--- config.mk ---
export PLATFORM = sky130hd
export DESIGN_NAME = rdft_ctrl
export DESIGN_NICKNAME = d
export VERILOG_FILES = /design/src/design/rdft_pkg.sv /design/src/design/rdft_ctrl.sv
export SDC_FILE = /design/constraint.sdc
export NUM_CORES = 1
export LEC_CHECK = 0
export BUFFER_PORTS_ARGS = -buffer_cell sky130_fd_sc_hd__clkbuf_2
export CORE_AREA = 4 4 41 43
export DETAILED_ROUTE_END_ITERATION = 10
export DIE_AREA = 0 0 45 47
export SYNTH_ARGS = -nofsm -noshare
export SYNTH_HDL_FRONTEND = slang
export SYNTH_SLANG_ARGS = --single-unit
--- constraint.sdc ---
create_clock -name clk_i -period 4.3 [get_ports clk_i]
set_clock_uncertainty 0.15 [all_clocks]
set_input_delay 0.86 -clock clk_i [delete_from_list [all_inputs] [get_ports clk_i]]
set_output_delay 0.86 -clock clk_i [all_outputs]
set_load 0.005 [all_outputs]
--- src/design/rdft_pkg.sv ---
// Shared constants, control/status structs and twiddle ROM helpers for row_dft_engine.
// No dependencies; every other design file but rdft_cfg_if imports this package.
package rdft_pkg;

  // Field widths of the sample and bin channels
  localparam int unsigned SAMPLE_W  = 16;
  localparam int unsigned BIN_W     = 38;
  localparam int unsigned BIN_IDX_W = 6;
  localparam int unsigned TERM_W    = 2 * SAMPLE_W + 1;

  // Twiddle generation: pi/2 in Q2.30
  localparam longint unsigned HALF_PI_Q30 = 64'd1686629713;

  // Commands from the controller to the datapath
  typedef struct packed {
    logic load_en;    // write the accepted sample and advance the load counter
    logic row_start;  // first bin of a row: bin counter to zero
    logic bin_start;  // sample and twiddle counters to zero
    logic mac_issue;  // issue one multiply-accumulate step
    logic emit;       // move the finished bin into the output register
  } rdft_cmd_t;

  // Status from the datapath to the controller
  typedef struct packed {
    logic load_last;  // next sample completes the row
    logic n_last;     // current step is the last sample of the bin
    logic l_last;     // current bin is the last of the row
    logic pipe_busy;  // MAC pipeline still holds steps in flight
    logic out_free;   // output register can take a bin this cycle
  } rdft_stat_t;

  // Q2.30 series sum rounded to Q1.15 and clamped to 0..32767. Elaboration-time only.
  function automatic logic [SAMPLE_W-1:0] q15_round(input longint v);
    longint r;
    if (v < 0) begin
      r = 0;
    end else begin
      r = (v + (64'sd1 <<< 14)) >>> 15;
      if (r > 32767) begin
        r = 32767;
      end
    end
    return SAMPLE_W'(r);
  endfunction

endpackage

--- src/design/rdft_ctrl.sv ---
// Controller FSM for row_dft_engine: sequences row load, per-bin MAC runs and bin output.
// Depends on rdft_pkg (command and status structs).
module rdft_ctrl (
  input  logic                clk_i,
  input  logic                rst_ni,
  input  logic                sample_valid_i,
  output logic                sample_ready_o,
  input  rdft_pkg::rdft_stat_t stat_i,
  output rdft_pkg::rdft_cmd_t  cmd_o
);
  import rdft_pkg::*;

  typedef enum logic [3:0] {
    ST_LOAD  = 4'b0001,
    ST_MAC   = 4'b0010,
    ST_DRAIN = 4'b0100,
    ST_EMIT  = 4'b1000
  } rdft_state_e;

  rdft_state_e state_q, state_d;

  // Next state and commands
  always_comb begin
    state_d        = state_q;
    cmd_o          = '0;
    sample_ready_o = 1'b0;
    case (state_q)
      ST_LOAD: begin
        sample_ready_o = 1'b1;
        if (sample_valid_i) begin
          cmd_o.load_en = 1'b1;
          if (stat_i.load_last) begin
            cmd_o.row_start = 1'b1;
            cmd_o.bin_start = 1'b1;
            state_d         = ST_MAC;
          end
        end
      end
      ST_MAC: begin
        cmd_o.mac_issue = 1'b1;
        if (stat_i.n_last) begin
          state_d = ST_DRAIN;
        end
      end
      ST_DRAIN: begin
        if (!stat_i.pipe_busy) begin
          state_d = ST_EMIT;
        end
      end
      ST_EMIT: begin
        if (stat_i.out_free) begin
          cmd_o.emit = 1'b1;
          if (stat_i.l_last) begin
            state_d = ST_LOAD;
          end else begin
            cmd_o.bin_start = 1'b1;
            state_d         = ST_MAC;
          end
        end
      end
      default: begin
        state_d = ST_LOAD;
      end
    endcase
  end

  // State register
  always_ff @(posedge clk_i or negedge rst_ni) begin
    if (!rst_ni) begin
      state_q <= ST_LOAD;
    end else begin
      state_q <= state_d;
    end
  end

endmodule

==> impl_metrics.yaml <==
route:
  dr.pass1.iters: 2
  antenna_left: 0
  drc: 0
  wl_per_cell_um: 10.7
  drt-total-wl_um: 697
  drt_iter0_markers: 3
  num_vias: 317
  viasPerCell: 4.88
logic_synthesis:
  ys_ff_latch: 4
  synth_top_area_cell: "dfrtp_1"
  yosysTopAreaCellShare_pct: 21.3
  ys_types: 23
  synth-seq-area-share_pct: 28.7
  ys_warn_count: 0
  synth_area_sq_um: 353
  avgSynthCellArea_sq_um: 9.80
  syn-num-nets: 44
  netlist_top_cells_area: "dfrtp_1, dfstp_2, nor4b_4"
  netlist_instances: 36
floorplan:
  start_util_pct: 27.1
  die_h_um: 47
  die_x_um: 45
  dieArea_sq_um: 2120
  io_pins: 14
  rows: 13
  core_area_sq_um: 1300
grt:
  grt_pass1_vias: 292
  grt_use_met2_pct: 10.7
  grt_pass1_wl_um: 1170
  globalRouteMet3Util_pct: 3.07
  grt.busiest_layer: "met2"
  grtUsageMet1_pct: 10.1
  globalRouteTotalUtil_pct: 8.33
  overflow: 0
  antenna_found_initial: 0
  grt_max_degree: 12
cells_and_area:
  final_cell_mix: "clkbuf_2, o21ai_0"
  antenna_cells: 0
  nFillCells: 150
  finish.net_count: 59
  final_util_pct: 33.3
  area_growth_pct: 22.7
  top_register: "state_q"
  final_common_cell: "clkbuf_2"
  largest_register_ffs: 4
  top_regs: "state_q: 4 flops"
  drive_gt1_share_pct: 44.0
placed_design:
  port-buffer-count: 13
  dp_hpwl_um: 571
  place_congestion: 0.695
cts:
  cts_resized: 0
  clock_latency_ps: 230
  cts_max_path_buffers: 2
  h-tree-depth: 1
  cts_tree: "built"
  cts_root_buf: "clkbuf_4"
  cts_made_buffers: 3
  cts_setup_buffers: 0
  hold_buffers: 0
  clkSlewWorstSetupHoldPaths_ps: 40
  cts.sinks: 4
sta:
  worst_slew_pin_slew_ps: 398
  slew_headroom_pct: 73.5
  rsz0062_at_grt: "no"
  finalSetupTns_ps: 0
  finalCriticalPeriod_ps: 2500
  hold_slack_ps: 267
  setup_viol: 0
  fmaxAchievable_mhz: 400
  finalCritPeriodShare_pct: 58.1
  hold_viol: 0
  drv_slew: 0
run:
  drv_cap: 0
min_path:
  hp-class: "in2async"
setup_path:
  critPathRequiredTime_ps: 3290
  crit_path_start_kind: "flip-flop"
  r2r-end: "state_q[0]"
  cp_max_fo: 10
  r2r_slack_ps: 2850
  path_class: "reg2out"
  r2r_cells: 3
  cp-end-kind: "primary output"
  rr_startpoint: "state_q[3]"
  startpoint: "state_q[3]"
  cp_data_arrival_time_ps: 1490
pwr:
  switching_power_uw: 68.5
  p_int_uw: 131
  finalPower_uw: 200
  p_leak_uw: 0.000203
  p_clk_share_pct: 25.3
  ir_drop_uv: 155
  p_sw_share_pct: 34.3
  pwr-share-comb_pct: 39.0
  p_per_area_nw_per_um2: 461
  pwr-share-seq_pct: 35.7
run_status:
  outcome: "finished, final reports clean"
## kinds of logic (layout without fill, tap and decap cells)
| family | Yosys count | count (layout) | synth area share, % |
|---|---|---|---|
| AOI/OAI and AO/OA | 9 | 9 | 17.0 |
| xor gates and xnor gates | 1 | 1 | 2.48 |
| buffers and inverters | 6 | 20 | 11.7 |
| DFF | 4 | 4 | 28.7 |
| and+or+nand+nor | 16 | 16 | 40.1 |
## power by group through the flow
stage / logic, uW / registers (uW) / clock network [uW]
6_report: 77.9 / 71.3 / 50.4
5_1_grt: 86.2 / 75.9 / 53.5
4_1_cts: 80.1 / 71.4 / 51.9
3_5_place_dp: 80.3 / 71.7 / 0
3_3_place_gp: 80.4 / 72.0 / 0
2_1_floorplan: 63.1 / 63.7 / 0
## worst max-delay path: stages, from the launching register on
cell      delay (ps)
dfrtp_1          500
nor4b_4          400
nand3_2          120
o21ai_0           90
clkbuf_2         140
## per-layer routing
| metal | routed length (um) | share of wire [%] | vias up |
|---|---|---|---|
| li1 | - | - | 160 |
| met1 | 293 | 42 | 150 |
| met2 | 370 | 53 | 7 |
| met3 | 34 | 4.9 | 0 |
| met4 | 0 | 0 | 0 |
| met5 | 0 | 0 | - |
## per-stage QoR
step                      setup WS [ps]  instances  cell area (sq um)
after detailed placement           1860         61                407
final                              1800         65                433
after floorplan                    2120         36                353
after CTS                          1770         65                433
after global placement             1920         61                407
after global routing               1690         65                433
## worst max-delay path by stage
stage,end,cells after the start,slack [ps]
after floorplan,cmd_o[2],2,2120
after global placement,cmd_o[2],4,1920
after detailed placement,cmd_o[2],4,1860
after CTS,cmd_o[2],4,1770
after global routing,cmd_o[2],4,1690
final,cmd_o[2],4,1800
## synthesized netlist by cell type, drive strengths merged
master,count
a32o,1
nand2b,1
inv,3
a211oi,1
dfstp,1
nand2,1
xor2,1
buf,3
o21a,1
o21ai,4
nor4b,2
and2,1
nand3,1
and3b,1
dfrtp,3
o211ai,2
nor3b,4
nand4b,1
nor2,2
nand3b,2
## cell type report
type | count | area, sq um | area share, %
multi-input cells | 26 | 210 | 48.6
flip-flops and latches | 4 | 101 | 23.4
repair buffers | 13 | 65.1 | 15.0
clock buffers | 4 | 26.3 | 6.07
well taps | 15 | 18.8 | 4.34
inverters | 3 | 11.3 | 2.60
Note: power is estimated with default switching activity, not from simulation.
